**src/rtl/core/sawc_pkg.sv**
```systemverilog
// ----------------------------------------------------------------------------
// sawc_pkg
// Types and constants shared by the cache tag block.
// ----------------------------------------------------------------------------
`default_nettype none

package sawc_pkg;

  localparam int DEF_SET_COUNT   = 64;
  localparam int DEF_WAY_COUNT   = 4;
  localparam int DEF_BLOCK_BYTES = 32;

  localparam int ADDR_W      = 32;
  localparam int IN_TDATA_W  = 32;
  localparam int OUT_TDATA_W = 72;
  localparam int CFG_ADDR_W  = 3;
  localparam int CFG_DATA_W  = 32;

  localparam logic ACT_READ  = 1'b0;
  localparam logic ACT_WRITE = 1'b1;

  localparam logic MODE_LRU    = 1'b0;
  localparam logic MODE_INSERT = 1'b1;

  // register index, taken from paddr[2]
  localparam logic REG_REPLACE_MODE = 1'b0;

  typedef enum logic [2:0] {
    ST_CLEAR,
    ST_IDLE,
    ST_SCAN,
    ST_UPDATE,
    ST_DONE
  } sawc_state_t;

  typedef struct packed {
    logic start;
    logic capture;
  } sawc_scan_ctl_t;

  // hit in the lowest bit
  typedef struct packed {
    logic [ADDR_W-1:0] fetch;
    logic [ADDR_W-1:0] victim;
    logic              wb;
    logic [1:0]        way_used;
    logic              hit;
  } sawc_result_t;

endpackage

`default_nettype wire

```
**src/rtl/core/sawc_scan.sv**
```systemverilog
// ----------------------------------------------------------------------------
// sawc_scan
// Way scan unit: one tag compare and one rank compare per cycle, gathering
// hit, first invalid way, least recent way and valid count over a set.
// ----------------------------------------------------------------------------
`default_nettype none

module sawc_scan
  import sawc_pkg::*;
#(
  parameter int WAY_COUNT = DEF_WAY_COUNT,
  parameter int WAY_W     = 2,
  parameter int RANK_W    = 2,
  parameter int CNT_W     = 3,
  parameter int TAG_W     = 21
) (
  input  logic              clk,
  input  logic              rst_n,
  input  sawc_scan_ctl_t    ctl,
  input  logic [WAY_W-1:0]  way,
  input  logic [TAG_W-1:0]  search_tag,
  input  logic              rd_valid,
  input  logic              rd_dirty,
  input  logic [TAG_W-1:0]  rd_tag,
  input  logic [RANK_W-1:0] rd_rank,
  input  logic [WAY_W-1:0]  sel_way,
  output logic              hit_r,
  output logic [WAY_W-1:0]  hit_way_r,
  output logic [RANK_W-1:0] hit_rank_r,
  output logic              inv_found_r,
  output logic [WAY_W-1:0]  inv_way_r,
  output logic [WAY_W-1:0]  min_way_r,
  output logic [RANK_W-1:0] min_rank_r,
  output logic              min_dirty_r,
  output logic [TAG_W-1:0]  min_tag_r,
  output logic [CNT_W-1:0]  n_valid_r,
  output logic              sel_valid,
  output logic [RANK_W-1:0] sel_rank
);

  logic              min_found_r;
  logic              way_valid_r [WAY_COUNT];
  logic [RANK_W-1:0] way_rank_r  [WAY_COUNT];
  logic              tag_eq;
  logic              rank_lt;

  assign tag_eq  = rd_valid && (rd_tag == search_tag);
  assign rank_lt = !min_found_r || (rd_rank < min_rank_r);

  always_ff @(posedge clk) begin
    if (!rst_n) begin
      hit_r       <= 1'b0;
      inv_found_r <= 1'b0;
      min_found_r <= 1'b0;
      n_valid_r   <= '0;
    end else if (ctl.start) begin
      hit_r       <= 1'b0;
      inv_found_r <= 1'b0;
      min_found_r <= 1'b0;
      n_valid_r   <= '0;
    end else if (ctl.capture) begin
      if (rd_valid) begin
        n_valid_r <= n_valid_r + CNT_W'(1);
      end
      if (tag_eq && !hit_r) begin
        hit_r      <= 1'b1;
        hit_way_r  <= way;
        hit_rank_r <= rd_rank;
      end
      if (!rd_valid && !inv_found_r) begin
        inv_found_r <= 1'b1;
        inv_way_r   <= way;
      end
      if (rd_valid && rank_lt) begin
        min_found_r <= 1'b1;
        min_way_r   <= way;
        min_rank_r  <= rd_rank;
        min_dirty_r <= rd_dirty;
        min_tag_r   <= rd_tag;
      end
    end
  end

  always_ff @(posedge clk) begin
    if (ctl.capture) begin
      way_valid_r[way] <= rd_valid;
      way_rank_r[way]  <= rd_rank;
    end
  end

  assign sel_valid = way_valid_r[sel_way];
  assign sel_rank  = way_rank_r[sel_way];

endmodule

`default_nettype wire

```
**config.mk**
```make
export PLATFORM = sky130hd
export DESIGN_NAME = sawc_scan
export DESIGN_NICKNAME = d
export VERILOG_FILES = /design/src/rtl/core/sawc_pkg.sv /design/src/rtl/core/sawc_scan.sv
export SDC_FILE = /design/constraint.sdc
export NUM_CORES = 1
export LEC_CHECK = 0
export BUFFER_PORTS_ARGS = -buffer_cell sky130_fd_sc_hd__buf_2
export CAP_MARGIN = 20
export CORE_MARGIN = 2
export CORE_UTILIZATION = 41
export CTS_CLUSTER_SIZE = 10
export DETAILED_ROUTE_END_ITERATION = 16
export MAX_ROUTING_LAYER = met4
export PLACE_DENSITY_LB_ADDON = 0.2
export SYNTH_ARGS = -nofsm -noshare
export SYNTH_HDL_FRONTEND = slang
export SYNTH_SLANG_ARGS = --single-unit
```
**constraint.sdc**
```tcl
create_clock -name clk -period 3.3 [get_ports clk]
set_input_delay 0.33 -clock clk [delete_from_list [all_inputs] [get_ports clk]]
set_output_delay 0.33 -clock clk [all_outputs]
set_load 0.02 [all_outputs]
```
==> metrics.md, run 1 <==
| Metric | Value |
|---|---|
| CP cell instances | `inv_1 > ha_1 > a21o_1 > a211oi_4 > buf_4` |
| Worst path slowest cell | `a211oi_4` |
| Initial Util | `41.9%` |
| Mapped Avg Cell Area | `17.1 µm²` |
| Reg2reg start | `min_rank_r[1]` |
| Power Density | `around 450 nW/µm²` |
| First-pass GRT wire length | `about 6.1 mm` |
| Maxcap violations | `0` |
| Hold Path Class | `in2reg` |
| Crit path max fanout | `16` |
| CP startpoint kind | `flop` |
| Clock transition at path regs | `0.09 ns` |
| Setup violators final | `0` |
| Post-DP HPWL | `3.13 mm` |
| Fin crit period | `2.05 ns` |
| Arrival time at the worst endpoint | `2.04 ns` |
| Distinct cells, synth | `27` |
| Final Hold Fails | `0` |
| H-Tree Depth | `2` |
| Total Routed Length | `3.88 mm` |
| Syn nets | `170` |
| Core box area | `4660 µm²` |
| Die Height | `73.0 µm` |
| Critical path's top delay family | `compound AO/OA/AOI/OAI gates` |
| Reg2reg end | `min_tag_r[9]` |
| Critical path class | `reg2reg` |
| CTS buffer count | `5` |
| Total setup buffers inserted after CTS | `0` |
| Worst hold slack | `0.211 ns` |
| Routability Congestion | `0.703` |
| WHS Path Cells | `1` |
| CTS Sinks | `50` |
| Residual DRC | `0` |
| Total gr overflow | `0` |
| Cell taking the most area after synthesis | `edfxtp_1` |
| Rel. slew slack | `63.2%` |
| Antenna Cells | `0` |
| Post-route ant nets | `0` |
| Clock root buffer | `clkbuf_8` |
| Worst slew pin tran | `0.550 ns` |
| # port buffers | `93` |
| Layout cell share with drive strength beyond 1 | `50.5%` |
| Largest net degree at the start of global routing | `17` |
| Initial antenna violation count | `0` |
| FF+latch count, synth | `50` |
| RSZ-0062 raised after global routing | `no` |
| Via count | `about 1300` |
| Number of hold buffers added after cts | `0` |
| R2R Setup Slk | `roughly 1.3 ns` |
| Max clock buf depth | `2` |
| R2R depth | `5` |
| CP bufs+invs | `2` |
| Synth top area share | `between 60% and 70%` |
| Ranking of synthesized cells by area | `edfxtp_1 (68%), xor2_1 (9.9%), dfxtp_1 (6.1%), mux4_2 (3.5%), ha_1 (1.3%)` |
| Largest stage delay on the critical path | `0.53 ns` |
| TritonRoute pass-1 iters | `2` |
| Ports | `94` |
| Mapped Area | `1950 µm²` |
| Setup Total Neg Slack | `0 ns` |
| Commonest non-fill, non-tap cells in the layout | `buf_2 (93), edfxtp_1 (44), xor2_1 (22)` |
| Die ar. | `roughly 5300 µm²` |
| Status | `finished clean` |
| NumNets Final | `around 270` |
| Routed len/inst | `around 14 µm` |
| Peak VDD IR | `0.000242 V` |
| Via density per instance | `4.69` |
| Initial drt markers | `59` |
| Hold EP | `min_dirty_r` |
| # rows | `25` |
| Syn Inst Count | `between 100 and 150` |
| GRT Total Usage | `15.7%` |
| DP Cell Count | `260` |
| Most common cell after layout, fill and taps aside | `buf_2` |
| Critical Path RT | `3.29 ns` |
| Leak pwr | `1.07 nW` |
| Crit. End Element | `flop` |
| CTS tree | `built` |
| Syn-to-layout area delta | `31.7%` |
| Tcrit/Tclk final | `62.0%` |
| Max Slew Vio Count | `0` |
| Worst skew pair latency | `0.29 ns` |
| Clock skew | `roughly 0.0019 ns` |
| Die Width | `73.0 µm` |
| Vias in the first global route | `1341` |
| Ys Warns | `0` |
| Seq/Total Area, Yosys | `73.8%` |
| Resized cells post-CTS | `0` |
| Hold path start | `rd_dirty` |
| Post-Layout Cell Count | `268` |
| Fmax | `489 MHz` |
## how the worst max path moves through the flow
stage	depth (start not counted)	end	startpoint	slack, ns
after detailed placement	5	min_tag_r[3]	rd_rank[1]	1.13
final	5	min_tag_r[9]	min_rank_r[1]	1.25
after floorplan	4	min_dirty_r	min_rank_r[1]	0.79
after CTS	5	min_tag_r[9]	min_rank_r[1]	1.23
after global routing	5	min_tag_r[0]	min_rank_r[1]	1.14
after global placement	5	min_tag_r[4]	rd_rank[1]	1.18
## where the power goes
part	internal (W)	leakage, nW	switching (W)	total [W]
clock network	0.000145	0.0416	0.000191	0.000336
registers	0.000703	0.449	0.00000428	0.000708
logic	0.0000529	0.579	0.0000631	0.000116
## logic make-up after synthesis
kind of cell	Yosys count	share of synthesized area [%]
flip-flops	50	73.8
AND/OR/NAND/NOR	25	7.75
XOR/XNOR	23	10.3
AO/OA/AOI/OAI	6	1.86
buffers and inverters	5	1.54
multiplexers	3	3.46
adder cells (fa/ha/maj)	2	1.28
## cell type report
class                   instances  area [µm²]
repair buffers                 94         473
clock buffers                   5        68.8
well taps                      54        67.6
clock inverters                 3        16.3
fillers                       383        2090
flip-flops and latches         50        1440
inverters                       3        11.3
multi-input cells              59         494
## stage by stage
stage	cell area, µm²	util, %	setup WS, ns	power (W)
6_report	2570	55.2	1.25	0.00116
2_1_floorplan	1960	-	0.787	0.000778
5_1_grt	2570	55.2	1.14	0.00121
4_1_cts	2570	55.2	1.23	0.00117
3_3_place_gp	2490	53.4	1.18	0.000835
3_5_place_dp	2490	53.4	1.13	0.000840
## synthesized netlist by cell type
cell and instances:
buf_4 1, mux4_2 3, nor3_1 1, a211oi_1 1, nor4b_1 1, inv_1 3, o22ai_1 1, xnor2_1 1
buf_6 1, nor2_1 6, nand3_1 3, a21oi_1 3, ha_1 2, nor4_1 4, nor4_2 1, and3_1 1
nand2b_4 1, nor3b_1 1, a21o_1 1, nand2b_1 1, and3b_1 1, nand4_1 1, nand2_1 2, edfxtp_1 44
nand2_2 1, dfxtp_1 6, xor2_1 22
## registers in the layout, summed over array words and instances (netlist names)
| register | flops |
|---|---|
| min_tag_r | 21 |
| way_rank_r | 8 |
| way_valid_r | 4 |
| n_valid_r | 3 |
| hit_rank_r | 2 |
| hit_way_r | 2 |
| inv_way_r | 2 |
| min_rank_r | 2 |
| min_way_r | 2 |
| hit_r | 1 |
| inv_found_r | 1 |
| min_dirty_r | 1 |
| min_found_r | 1 |
## routing by layer
layer | wire length [µm] | track usage (%) | up-vias
met3 | 256 | 4.28 | 7
met2 | 2060 | 27.0 | 54
met4 | 67 | 6.79 | 0
met5 | 0 | - | -
li1 | - | - | 620
met1 | 1490 | 16.9 | 577
Note: power is estimated with default switching activity, not from simulation.
==> run 2, diff against run 1 <==
clock period = 1.7 ns   (was 3.3 ns; I/O delays follow)
==> run 2 against run 1 <==
Compared with the run above:
- sequential power rose by 94%
- setup slack got worse by 1.2 ns
- critical path depth did not move
- fmax rose by 26%
- core utilization rose by 1.6 points
- final cell count rose by 1.1%
- highest routed layer unchanged
- flip-flop and latch count did not move
- total power rose by 110%
- clock skew rose by 0.0073 ns
- register-to-register slack got worse by 1.2 ns
==> metrics.md, run 2 (synthesis results as in run 1) <==
| Metric | Value |
|---|---|
| CTS Sinks | `50` |
| Resized cells post-CTS | `0` |
| Vias in the first global route | `1400` |
| Status | `finished clean` |
| Util after Layout | `56.8%` |
| NumNets Final | `approximately 270` |
| Post-DP HPWL | `3.18 mm` |
| # rows | `25` |
| Arrival time at the worst endpoint | `approximately 1.6 ns` |
| RSZ-0062 raised after global routing | `no` |
| Routability Congestion | `0.747` |
| Most common cell after layout, fill and taps aside | `buf_2` |
| H-Tree Depth | `2` |
| Clock transition at path regs | `0.09 ns` |
| Initial antenna violation count | `0` |
| Rel. slew slack | `between 60% and 70%` |
| Total Routed Length | `3.96 mm` |
| Worst skew pair latency | `0.29 ns` |
| Fmax | `around 600 MHz` |
| Antenna Cells | `0` |
| Initial Util | `41.9%` |
| Via count | `around 1300` |
| Maxcap violations | `0` |
| Largest net degree at the start of global routing | `18` |
| Total setup buffers inserted after CTS | `0` |
| Via density per instance | `4.85` |
| Peak VDD IR | `0.000472 V` |
| Final Hold Fails | `0` |
| Syn-to-layout area delta | `35.5%` |
| Crit. End Element | `flop` |
| Die Width | `around 73 µm` |
| GRT Total Usage | `around 17%` |
| Initial drt markers | `about 120` |
| Fill cells | `396` |
| CP startpoint kind | `flop` |
| Crit path max fanout | `17` |
| Critical Path RT | `1.70 ns` |
| Critical path class | `reg2reg` |
| Largest reg by FF count | `min_tag_r` |
| Core box area | `4660 µm²` |
| TritonRoute pass-1 iters | `4` |
| Layout cell share with drive strength beyond 1 | `51.6%` |
| Final instance area | `2650 µm²` |
| # port buffers | `a little over 90` |
| Largest regs | `min_tag_r: 21 flops, way_rank_r: 8 flops, way_valid_r: 4 flops` |
| Worst hold slack | `0.0459 ns` |
| CTS tree | `built` |
| Clock root buffer | `clkbuf_8` |
| Leak pwr | `1.11 nW` |
| Dpl cell area | `2530 µm²` |
| CTS buffer count | `5` |
| Number of flip-flops in the largest register | `21` |
| Die Height | `73.0 µm` |
| Clock skew | `0.00921 ns` |
| Max Slew Vio Count | `0` |
| Post-route ant nets | `0` |
| Die ar. | `around 5300 µm²` |
| First-pass GRT wire length | `6.50 mm` |
| Number of hold buffers added after cts | `0` |
| Routed len/inst | `roughly 15 µm` |
| Residual DRC | `0` |
| Commonest non-fill, non-tap cells in the layout | `buf_2 (93), edfxtp_1 (44), xor2_1 (22)` |
| Hold Path Class | `in2reg` |
| Max clock buf depth | `2` |
| Ports | `94` |
| Power Density | `921 nW/µm²` |
| Total gr overflow | `0` |
| Worst slew pin tran | `between 0.4 and 0.5 ns` |
| Setup violators final | `0` |
| Tcrit/Tclk final | `95.3%` |
| Fin crit period | `1.62 ns` |
## run 2: layout make-up
cell class | count | area [µm²] | area share [%]
Clock buffer | 6 | 82.6 | 3.12
Multi-Input combinational cell | 59 | 494 | 18.7
Timing Repair Buffer | 98 | 519 | 19.6
Inverter | 3 | 11.3 | 0.426
Clock inverter | 1 | 30.0 | 1.13
Tap cell | 54 | 67.6 | 2.55
Sequential cell | 50 | 1440 | 54.5
## run 2: worst paths after layout
kind / start / to / slack [ns] / cells after the start
setup / recovery: min_rank_r[1] / min_rank_r[1] / 0.08 / 5
hold reg to reg: n_valid_r[1] / n_valid_r[1] / 0.49 / 2
hold / removal: rd_dirty / min_dirty_r / 0.05 / 1
setup reg to reg: min_rank_r[1] / min_rank_r[1] / 0.08 / 5
## run 2: per-stage QoR
step / std cells / setup WS, ns / setup TNS (ns) / total power [W]
floorplan: 114 / -0.441 / -11.48 / 0.00151
global placement: 264 / 0.0233 / 0 / 0.00163
detailed placement: 264 / 0.0120 / 0 / 0.00164
CTS: 271 / 0.0426 / 0 / 0.00246
global route: 271 / 0.00561 / 0 / 0.00255
finish: 271 / 0.0793 / 0 / 0.00244
## run 2: metal layers
metal,vias up,track usage [%],part of all wire [%]
met5,-,-,0
met4,0,6.79,1.5
met3,7,4.56,6.7
met2,59,27.1,52
met1,620,19.4,40
li1,627,-,-
## run 2: where the power goes
| group | internal [W] | switching (W) | leakage (nW) | total, W |
|---|---|---|---|---|
| sequential | 0.00137 | 0.00000834 | 0.449 | 0.00137 |
| combinational | 0.000110 | 0.000125 | 0.602 | 0.000235 |
| clock | 0.000471 | 0.000358 | 0.0573 | 0.000829 |
## run 2: worst max-delay path, stage by stage (launching register included)
cell and delay, ns:
edfxtp_1 0.38, inv_1 0.07, ha_1 0.21, a21o_1 0.18
a211oi_4 0.30, buf_12 0.20
