**config.mk**
```make
export PLATFORM = sky130hd
export DESIGN_NAME = sawc_ctrl
export DESIGN_NICKNAME = d
export VERILOG_FILES = /design/src/rtl/core/sawc_pkg.sv /design/src/rtl/core/sawc_ctrl.sv
export SDC_FILE = /design/constraint.sdc
export NUM_CORES = 1
export LEC_CHECK = 0
export ABC_AREA = 0
export BUFFER_PORTS_ARGS = -buffer_cell sky130_fd_sc_hd__buf_4
export CAP_MARGIN = 40
export CORE_UTILIZATION = 41
export DETAILED_ROUTE_END_ITERATION = 10
export GPL_TIMING_DRIVEN = 0
export PLACE_DENSITY = 0.82
export SLEW_MARGIN = 10
export SYNTH_ARGS = -nofsm -noshare
export SYNTH_HDL_FRONTEND = slang
export SYNTH_SLANG_ARGS = --single-unit
export TNS_END_PERCENT = 50
```
**constraint.sdc**
```tcl
create_clock -name clk -period 2.75 [get_ports clk]
set_clock_uncertainty 0.2 [all_clocks]
set_input_delay 0.275 -clock clk [delete_from_list [all_inputs] [get_ports clk]]
set_output_delay 0.275 -clock clk [all_outputs]
set_load 0.05 [all_outputs]
```
**src/rtl/core/sawc_pkg.sv**
```systemverilog
// ----------------------------------------------------------------------------
// sawc_pkg
// Types and constants shared by the cache tag block.
// ----------------------------------------------------------------------------
`default_nettype none

package sawc_pkg;

  localparam int DEF_SET_COUNT   = 64;
  localparam int DEF_WAY_COUNT   = 4;
  localparam int DEF_BLOCK_BYTES = 32;

  localparam int ADDR_W      = 32;
  localparam int IN_TDATA_W  = 32;
  localparam int OUT_TDATA_W = 72;
  localparam int CFG_ADDR_W  = 3;
  localparam int CFG_DATA_W  = 32;

  localparam logic ACT_READ  = 1'b0;
  localparam logic ACT_WRITE = 1'b1;

  localparam logic MODE_LRU    = 1'b0;
  localparam logic MODE_INSERT = 1'b1;

  // register index, taken from paddr[2]
  localparam logic REG_REPLACE_MODE = 1'b0;

  typedef enum logic [2:0] {
    ST_CLEAR,
    ST_IDLE,
    ST_SCAN,
    ST_UPDATE,
    ST_DONE
  } sawc_state_t;

  typedef struct packed {
    logic start;
    logic capture;
  } sawc_scan_ctl_t;

  // hit in the lowest bit
  typedef struct packed {
    logic [ADDR_W-1:0] fetch;
    logic [ADDR_W-1:0] victim;
    logic              wb;
    logic [1:0]        way_used;
    logic              hit;
  } sawc_result_t;

endpackage

`default_nettype wire

```
**src/rtl/core/sawc_ctrl.sv**
```systemverilog
// ----------------------------------------------------------------------------
// sawc_ctrl
// Sequencer: clearing pass after reset, way scan, rank and line update,
// result hand-off.
// ----------------------------------------------------------------------------
`default_nettype none

module sawc_ctrl
  import sawc_pkg::*;
#(
  parameter int SET_COUNT   = DEF_SET_COUNT,
  parameter int WAY_COUNT   = DEF_WAY_COUNT,
  parameter int BLOCK_BYTES = DEF_BLOCK_BYTES,
  parameter int OB          = 5,
  parameter int IB          = 6,
  parameter int TAG_W       = 21,
  parameter int SIDX_W      = 6,
  parameter int LINES       = DEF_SET_COUNT * DEF_WAY_COUNT,
  parameter int LINE_W      = 8,
  parameter int WAY_W       = 2,
  parameter int RANK_W      = 2,
  parameter int CNT_W       = 3
) (
  input  logic              clk,
  input  logic              rst_n,
  input  logic              replace_mode,
  input  logic              in_valid,
  input  logic              in_action,
  input  logic [ADDR_W-1:0] in_address,
  output logic              in_ready,
  output logic              res_valid,
  input  logic              res_ready,
  output sawc_result_t      res,
  output logic              rd_en,
  output logic [LINE_W-1:0] rd_addr,
  output logic              meta_we,
  output logic [LINE_W-1:0] meta_waddr,
  output logic [TAG_W+1:0]  meta_wdata,
  output logic              rank_we,
  output logic [LINE_W-1:0] rank_waddr,
  output logic [RANK_W-1:0] rank_wdata,
  output sawc_scan_ctl_t    scan_ctl,
  output logic [WAY_W-1:0]  scan_way,
  output logic [TAG_W-1:0]  search_tag,
  output logic [WAY_W-1:0]  sel_way,
  input  logic              hit,
  input  logic [WAY_W-1:0]  hit_way,
  input  logic [RANK_W-1:0] hit_rank,
  input  logic              inv_found,
  input  logic [WAY_W-1:0]  inv_way,
  input  logic [WAY_W-1:0]  min_way,
  input  logic [RANK_W-1:0] min_rank,
  input  logic              min_dirty,
  input  logic [TAG_W-1:0]  min_tag,
  input  logic [CNT_W-1:0]  n_valid,
  input  logic              sel_valid,
  input  logic [RANK_W-1:0] sel_rank
);

  localparam logic [ADDR_W-1:0] OFF_MASK = ADDR_W'((64'd1 << OB) - 64'd1);
  localparam logic [ADDR_W-1:0] SET_MASK = ADDR_W'(SET_COUNT - 1);
  localparam logic [CNT_W-1:0]  CNT_LAST = CNT_W'(WAY_COUNT - 1);
  localparam logic [CNT_W-1:0]  CNT_END  = CNT_W'(WAY_COUNT);
  localparam logic [LINE_W-1:0] CLR_LAST = LINE_W'(LINES - 1);

  sawc_state_t       state_r, state_nxt;
  logic [CNT_W-1:0]  cnt_r, cnt_nxt;
  logic [LINE_W-1:0] clr_r, clr_nxt;
  logic              action_r;
  logic [ADDR_W-1:0] addr_r;
  logic [SIDX_W-1:0] set_r, set_nxt;
  logic [TAG_W-1:0]  tag_r;
  logic [LINE_W-1:0] base_r;

  logic [WAY_W-1:0]  tgt_way;
  logic              was_valid;
  logic [RANK_W-1:0] ref_rank;
  logic              refresh;
  logic              meta_upd;
  logic [RANK_W-1:0] new_rank;
  logic              wb;
  logic [WAY_W-1:0]  cur_way;
  logic [LINE_W-1:0] cur_addr;

  assign set_nxt = SIDX_W'((in_address >> OB) & SET_MASK);

  always_ff @(posedge clk) begin
    if (!rst_n) begin
      state_r <= ST_CLEAR;
      cnt_r   <= '0;
      clr_r   <= '0;
    end else begin
      state_r <= state_nxt;
      cnt_r   <= cnt_nxt;
      clr_r   <= clr_nxt;
    end
  end

  always_ff @(posedge clk) begin
    if (in_valid && in_ready) begin
      action_r <= in_action;
      addr_r   <= in_address;
      set_r    <= set_nxt;
      tag_r    <= TAG_W'(in_address >> (OB + IB));
      base_r   <= LINE_W'(32'(set_nxt) * 32'(WAY_COUNT));
    end
  end

  // update decisions, stable once the scan is complete
  assign tgt_way   = hit ? hit_way : (inv_found ? inv_way : min_way);
  assign was_valid = hit || !inv_found;
  assign ref_rank  = hit ? hit_rank : min_rank;
  assign refresh   = !hit || (action_r == ACT_WRITE) || (replace_mode == MODE_LRU);
  assign meta_upd  = !hit || (action_r == ACT_WRITE);
  assign new_rank  = was_valid ? RANK_W'(n_valid - CNT_W'(1)) : RANK_W'(n_valid);
  assign wb        = !hit && !inv_found && min_dirty;

  assign cur_way    = WAY_W'(cnt_r);
  assign cur_addr   = base_r + LINE_W'(cnt_r);
  assign search_tag = tag_r;
  assign sel_way    = cur_way;
  assign scan_way   = WAY_W'(cnt_r - CNT_W'(1));

  always_comb begin
    res.hit      = hit;
    res.way_used = 2'(tgt_way);
    res.wb       = wb;
    res.victim   = wb ? (((ADDR_W'(min_tag) << IB) + ADDR_W'(set_r)) << OB) : '0;
    res.fetch    = hit ? '0 : (addr_r & ~OFF_MASK);
  end

  always_comb begin
    state_nxt        = state_r;
    cnt_nxt          = cnt_r;
    clr_nxt          = clr_r;
    in_ready         = 1'b0;
    res_valid        = 1'b0;
    rd_en            = 1'b0;
    rd_addr          = cur_addr;
    meta_we          = 1'b0;
    meta_waddr       = cur_addr;
    meta_wdata       = {1'b1, action_r, tag_r};
    rank_we          = 1'b0;
    rank_waddr       = cur_addr;
    rank_wdata       = sel_rank - RANK_W'(1);
    scan_ctl.start   = 1'b0;
    scan_ctl.capture = 1'b0;
    case (state_r)
      ST_CLEAR: begin
        meta_we    = 1'b1;
        meta_waddr = clr_r;
        meta_wdata = '0;
        clr_nxt    = clr_r + LINE_W'(1);
        if (clr_r == CLR_LAST) begin
          state_nxt = ST_IDLE;
        end
      end
      ST_IDLE: begin
        in_ready = 1'b1;
        if (in_valid) begin
          scan_ctl.start = 1'b1;
          cnt_nxt        = '0;
          state_nxt      = ST_SCAN;
        end
      end
      ST_SCAN: begin
        rd_en            = (cnt_r != CNT_END);
        scan_ctl.capture = (cnt_r != '0);
        if (cnt_r == CNT_END) begin
          cnt_nxt   = '0;
          state_nxt = ST_UPDATE;
        end else begin
          cnt_nxt = cnt_r + CNT_W'(1);
        end
      end
      ST_UPDATE: begin
        if (cur_way == tgt_way) begin
          meta_we    = meta_upd;
          rank_we    = refresh;
          rank_wdata = new_rank;
        end else begin
          rank_we = refresh && was_valid && sel_valid && (sel_rank > ref_rank);
        end
        if (cnt_r == CNT_LAST) begin
          cnt_nxt   = '0;
          state_nxt = ST_DONE;
        end else begin
          cnt_nxt = cnt_r + CNT_W'(1);
        end
      end
      ST_DONE: begin
        res_valid = 1'b1;
        if (res_ready) begin
          state_nxt = ST_IDLE;
        end
      end
      default: begin
        state_nxt = ST_CLEAR;
        clr_nxt   = '0;
      end
    endcase
  end

endmodule

`default_nettype wire

```
==> results.py, run 1 <==
metrics = {
    "outcome": {
        "status": "completed",
    },
    "place": {
        "hpwl_microns": 8410,
        "io_buffers": 210,
        "place_area_sq_um": 4800,
        "gp_congestion": 0.861,
    },
    "final_layout": {
        "fill_cells": 555,
        "syn_to_final_growth_pct": 69.8,
        "finalInstanceArea_sq_um": 5170,
        "final_nets": 683,
        "drive_gt1_share_pct": 47.4,
    },
    "synth": {
        "synth_cells": 341,
        "synth_area_per_cell_sq_um": 8.93,
        "synthArstFlopShare_pct": 0,
        "synth_cell_type_count": 51,
        "yosys_most_used_dff": "edfxtp_1",
        "synth-edff-count": 28,
        "synth_area_sq_um": 3050,
        "yosysWarnings": 0,
        "ys_ff_latch": 42,
        "yosysSeqAreaShare_pct": 36.8,
    },
    "setup_path": {
        "required_ps": 2280,
        "start_kind": "input pin",
        "critical_path_class": "in -> out",
        "rr_endpoint": "addr_r[5]$_DFFE_PP_",
        "r2r.worst_path.cells": 4,
        "cp-end-kind": "primary output",
        "r2r-start": "state_r[0]$_SDFFE_PN0P_",
        "regToRegSetupSlack_ps": 580,
        "cp.arrival_ps": 2130,
        "cp_max_fo": 19,
    },
    "sta": {
        "finalMaxSlewViolations": 0,
        "fin_crit_sh_pct": 94.7,
        "max_slew_margin_pct": 63.0,
        "period_minus_slack_ps": 2600,
        "rsz0062_at_grt": "false",
        "worst-slew-pin-transition_ps": 555,
        "hold_viol": 0,
        "holdWs_ps": 26.4,
        "fmax_ghz": 0.384,
        "final-setup-viol-count": 0,
    },
    "floorplanning": {
        "core-area_sq_um": 7210,
        "io-pin-count": 227,
        "die_area_sq_um": 7780,
        "die_x_microns": 88.2,
        "rows": 31,
        "initial_utilization_pct": 42.2,
        "die_h_microns": 88.2,
    },
    "pwr": {
        "power.density_nw_per_um2": 698,
        "power_leakage_uw": 0.00247,
        "ir_worst_vdd_mv": 0.669,
        "p_total_uw": 3610,
    },
    "route": {
        "routed_wl_microns": 11200,
        "post-route-drc-count": 0,
        "drt_iter0_drc": 164,
        "viasPerCell": 4.82,
        "drt.antenna.violating_nets": 0,
        "via_count": 3363,
        "first_pass_iters": 4,
        "wl_per_cell_microns": 16.0,
    },
    "clock_tree": {
        "cts_buffers": 5,
        "clk_latency_ps": 290,
        "cts_sinks": 42,
        "clk_path_buf_depth": 2,
        "ctsRootBufferMaster": "clkbuf_8",
        "htree_levels": 2,
        "cts_tree": "yes",
        "path_clk_slew_ps": 80,
    },
    "hold_path": {
        "hold_path.class": "in -> reg",
        "min_to": "clr_r[2]$_SDFFE_PN0N_",
        "hp-start": "rst_n",
        "hold_path_depth": 2,
    },
    "global_routing": {
        "antenna_found_initial": 2,
        "grt_usage_pct": 26.6,
        "grt_pass1_wl_microns": 15500,
        "grt-ovfl-total": 0,
        "first_global_vias": 3118,
        "grt_start_max_net_pins": 30,
    },
    "flow_run": {
        "drv_cap": 0,
    },
}
[state kept, by name, indices dropped and copies added (netlist names)]
| signal | flops |
|---|---|
| addr_r | 27 |
| clr_r | 8 |
| cnt_r | 3 |
| state_r | 3 |
| action_r | 1 |
[layout by cell type, fill, tap and decap left out, types with 5 or more instances in the layout]
master / synthesis / layout
a21oi_1: 13 / 13
and2_1: 29 / 28
buf_4: 45 / 255
clkbuf_1: 10 / 10
clkbuf_8: 0 / 5
conb_1: 1 / 10
dfxtp_1: 14 / 14
dlygate4sd3_1: 0 / 28
edfxtp_1: 28 / 28
ha_1: 9 / 9
inv_1: 7 / 7
mux2i_1: 7 / 7
nand2_1: 30 / 30
nand3_1: 5 / 5
nor2_1: 18 / 18
nor2b_1: 53 / 53
o21ai_0: 5 / 5
[power by group]
group	internal (uW)	total, uW	switching [uW]
combinational	740	2370	1630
clock	179	406	227
sequential	764	833	68.6
total	1680	3610	1930
[area by class of cell]
type	count	area [sq um]	share of cell area [%]
antenna	1	2.50	0.0484
buffer	59	395	7.64
clock buffer	6	72.6	1.40
clock inverter	2	13.8	0.266
inverter	10	37.5	0.726
multi-input combinational	239	1550	29.9
sequential	42	1120	21.7
tap	99	124	2.39
timing repair buffer	239	1860	36.0
[repair_timing]
item                       4_1_cts  5_1_grt
setup endpoints to repair        2        1
cloned                           0        1
resized for setup                0        2
hold buffers                    28        0
hold endpoints to repair        28        0
setup buffers                    0        0
pin swaps                        0        1
[metrics by stage]
step	cells	utilization [%]	setup slack [ps]	setup TNS, ps
2_1_floorplan	350	-	-196	-372
3_3_place_gp	659	66.5	3.86	0
3_5_place_dp	660	66.5	-15.9	-15.9
4_1_cts	695	71.6	-10.3	-10.3
5_1_grt	696	71.7	26.7	0
6_report	697	71.7	145	0
[worst max-delay path by stage]
| stage | start | end | slack [ps] |
|---|---|---|---|
| after global placement | hit | rank_we | 4 |
| after CTS | state_r[0]$_SDFFE_PN0P_ | scan_ctl[1] | -10 |
| after global routing | hit | rank_we | 30 |
| final | hit | rank_we | 150 |
| after floorplan | cnt_r[2]$_SDFFE_PN0P_ | meta_waddr[6] | -200 |
| after detailed placement | hit | rank_we | -20 |
[cell usage after synthesis (all sizes together) (2+ instances only)]
library cell | instances | area, sq um
a211o | 2 | 17.5
a211oi | 2 | 15.0
a21oi | 13 | 65.1
a221oi | 2 | 23.8
a22o | 2 | 17.5
a22oi | 2 | 15.0
and2 | 29 | 181
buf | 50 | 360
clkbuf | 10 | 37.5
clkinv | 3 | 11.3
dfxtp | 14 | 280
edfxtp | 28 | 841
ha | 9 | 113
inv | 7 | 26.3
mux2 | 3 | 33.8
mux2i | 7 | 70.1
nand2 | 30 | 113
nand3 | 6 | 35.0
nor2 | 18 | 67.6
nor2b | 53 | 332
nor3 | 2 | 15.0
nor3b | 3 | 22.5
o211a | 3 | 30.0
o211ai | 3 | 22.5
o21a | 4 | 30.0
o21ai | 5 | 25.0
o31ai | 2 | 15.0
or2 | 2 | 12.5
or3 | 3 | 20.0
or3b | 2 | 17.5
or4 | 3 | 22.5
xnor2 | 4 | 35.0
xor2 | 4 | 35.0
[cells by family (layout without fill, tap and decap cells)]
| family | after synthesis | after routing | synth area share, % |
|---|---|---|---|
| AO/OA/AOI/OAI | 46 | 46 | 10.8 |
| adder cells (fa/ha/maj) | 9 | 9 | 3.70 |
| flip-flops | 42 | 42 | 36.8 |
| XOR/XNOR | 8 | 8 | 2.30 |
| AND/OR/NAND/NOR | 155 | 156 | 28.6 |
| buffers and inverters | 70 | 316 | 14.3 |
| multiplexers | 10 | 10 | 3.41 |
| other | 1 | 11 | 0.123 |
[per-layer routing]
layer / share of wire (%) / vias up / GRT usage, %
met4: 2.9 / 2 / 9.97
li1: - / 1610 / -
met2: 52 / 163 / 49.1
met1: 35 / 1560 / 27.7
met5: 0.15 / - / 0
met3: 9.4 / 28 / 8.95
[critical path, cell delays in order]
cell	delay, ps
buf_4	100
buf_2	310
mux2_2	390
ha_1	270
a21oi_1	140
o211ai_1	110
a221oi_2	270
buf_4	250
Note: power is estimated with default switching activity, not from simulation.
==> run 2, diff against run 1 <==
Settings changed: CTS_BUF_LIST set to sky130_fd_sc_hd__clkbuf_16.
==> run 2 against run 1 <==
Setup slack gained 17 ps. Clock power grew 42%. Sequential power is essentially flat. Utilization grew 0.78 points. First-iteration DRC count shrank 28%. Cell area grew 1.1%. Via count grew 0.45%.
==> results.py, run 2 (synthesis results as in run 1) <==
metrics = {
    "global_routing": {
        "grt-ovfl-total": 0,
        "grt_usage_pct": 26.6,
        "first_global_vias": 3127,
        "antenna_found_initial": 2,
        "grt_pass1_wl_microns": 15500,
        "grt_start_max_net_pins": 30,
    },
    "final_layout": {
        "layout_common_cells": "255 x buf_4, 53 x nor2b_1, 30 x nand2_1",
        "final_nets": 683,
        "mostFrequentLayoutCell": "buf_4",
        "largest_reg_flops": 27,
        "top_regs": "addr_r: 27 flops, clr_r: 8 flops",
        "drive_gt1_share_pct": 47.4,
        "fill_cells": 551,
        "syn_to_final_growth_pct": 71.7,
        "largest-register": "addr_r",
    },
    "clock_tree": {
        "cts_sinks": 42,
        "cts_setup_buffers": 0,
        "htree_levels": 2,
        "clk_path_buf_depth": 2,
        "ctsRootBufferMaster": "clkbuf_16",
        "path_clk_slew_ps": 60,
        "cts_buffers": 5,
        "cts_tree": "yes",
        "clk_latency_ps": 280,
    },
    "setup_path": {
        "cp-end-kind": "primary output",
        "cp_max_fo": 19,
        "critical_path_class": "in -> out",
        "r2r.worst_path.cells": 4,
        "required_ps": 2280,
        "cp_slowest_cell": "mux2_2",
        "cp.arrival_ps": 2110,
        "start_kind": "input pin",
        "slowest_delay_ps": 390,
        "cp_cell_sequence": "buf_4 -> buf_2 -> mux2_2 -> ha_1 -> a21oi_1 -> o211ai_1 -> a221oi_2 -> buf_4",
        "crit_top_cell": "buf_4",
    },
    "sta": {
        "fmax_ghz": 0.386,
        "max_slew_margin_pct": 63.5,
        "worst-slew-pin-transition_ps": 547,
        "finalMaxSlewViolations": 0,
        "period_minus_slack_ps": 2590,
        "rsz0062_at_grt": "false",
        "final-setup-viol-count": 0,
        "hold_viol": 0,
        "fin_tns_setup_ps": 0,
        "fin_crit_sh_pct": 94.1,
    },
    "pwr": {
        "p_total_uw": 3780,
        "power.density_nw_per_um2": 723,
        "power_leakage_uw": 0.00250,
        "ir_worst_vdd_mv": 0.677,
    },
    "route": {
        "via_count": 3378,
        "m1WireLength_microns": 3920,
        "routed-wl-met3_microns": 1070,
        "top_layer_used": "met5",
        "wl_per_cell_microns": 16.0,
        "routed_wl_microns": 11200,
        "wl_met2_microns": 5860,
        "drt.antenna.violating_nets": 0,
        "drt_iter0_drc": 118,
        "post-route-drc-count": 0,
        "first_pass_iters": 4,
        "viasPerCell": 4.85,
    },
    "floorplanning": {
        "die_h_microns": 88.2,
        "initial_utilization_pct": 42.2,
        "die_x_microns": 88.2,
        "die_area_sq_um": 7780,
        "io-pin-count": 227,
        "rows": 31,
        "core-area_sq_um": 7210,
    },
    "place": {
        "hpwl_microns": 8410,
        "gp_congestion": 0.861,
        "io_buffers": 210,
    },
    "flow_run": {
        "drv_cap": 0,
    },
    "hold_path": {
        "hold_path.class": "in -> reg",
        "hold_path_depth": 2,
    },
    "outcome": {
        "status": "completed",
    },
}
run 2: power by group:
part	switching, uW	total (uW)	internal [uW]	leakage (uW)
Clock	245	578	333	0.0000711
Sequential	68.3	834	765	0.000367
Combinational	1630	2370	740	0.00207
run 2: through the flow:
step	setup WS [ps]	utilization, %	std cells	hold WS (ps)	area, sq um
6_report	162	72.5	697	44.6	5230
5_1_grt	26.7	72.5	696	47.6	5230
4_1_cts	18.6	72.3	695	43.6	5220
3_5_place_dp	-15.9	66.5	660	254	4800
3_3_place_gp	3.86	66.5	659	253	4790
2_1_floorplan	-196	-	350	174	3090
run 2: repair_timing:
action	in CTS	in global routing
gates cloned	0	1
pin swaps	0	1
gates resized for setup	0	2
endpoints found under the hold margin	28	0
hold buffers	28	0
endpoints found under the setup margin	1	1
run 2: area by class of cell:
type / instances / area (sq um) / area share, %
tap: 99 / 124 / 2.37
clock inverter: 3 / 17.5 / 0.335
sequential: 42 / 1120 / 21.4
antenna: 1 / 2.50 / 0.0478
inverter: 10 / 37.5 / 0.718
multi-input combinational: 239 / 1550 / 29.5
timing repair buffer: 239 / 1860 / 35.6
buffer: 59 / 395 / 7.56
clock buffer: 5 / 125 / 2.39
run 2: critical path, delay by kind of cell:
family	cells	cell delay, ps
fa+ha+maj	1	270
buf+inv	3	670
compound gates	3	500
mux	1	390
run 2: path summary, 6_finish.rpt:
check / from / endpoint / slack [ps]
worst min-delay path: rst_n / clr_r[2]$_SDFFE_PN0N_ / 40
worst max register to register: state_r[0]$_SDFFE_PN0P_ / addr_r[25]$_DFFE_PP_ / 620
worst min register to register: clr_r[7]$_SDFFE_PN0N_ / clr_r[7]$_SDFFE_PN0N_ / 330
worst max-delay path: hit / rank_we / 160
run 2: routing by layer:
layer / GRT usage [%] / vias up
met3: 8.58 / 22
met2: 49.5 / 167
met5: 0 / -
met4: 9.68 / 2
met1: 27.8 / 1581
li1: - / 1606
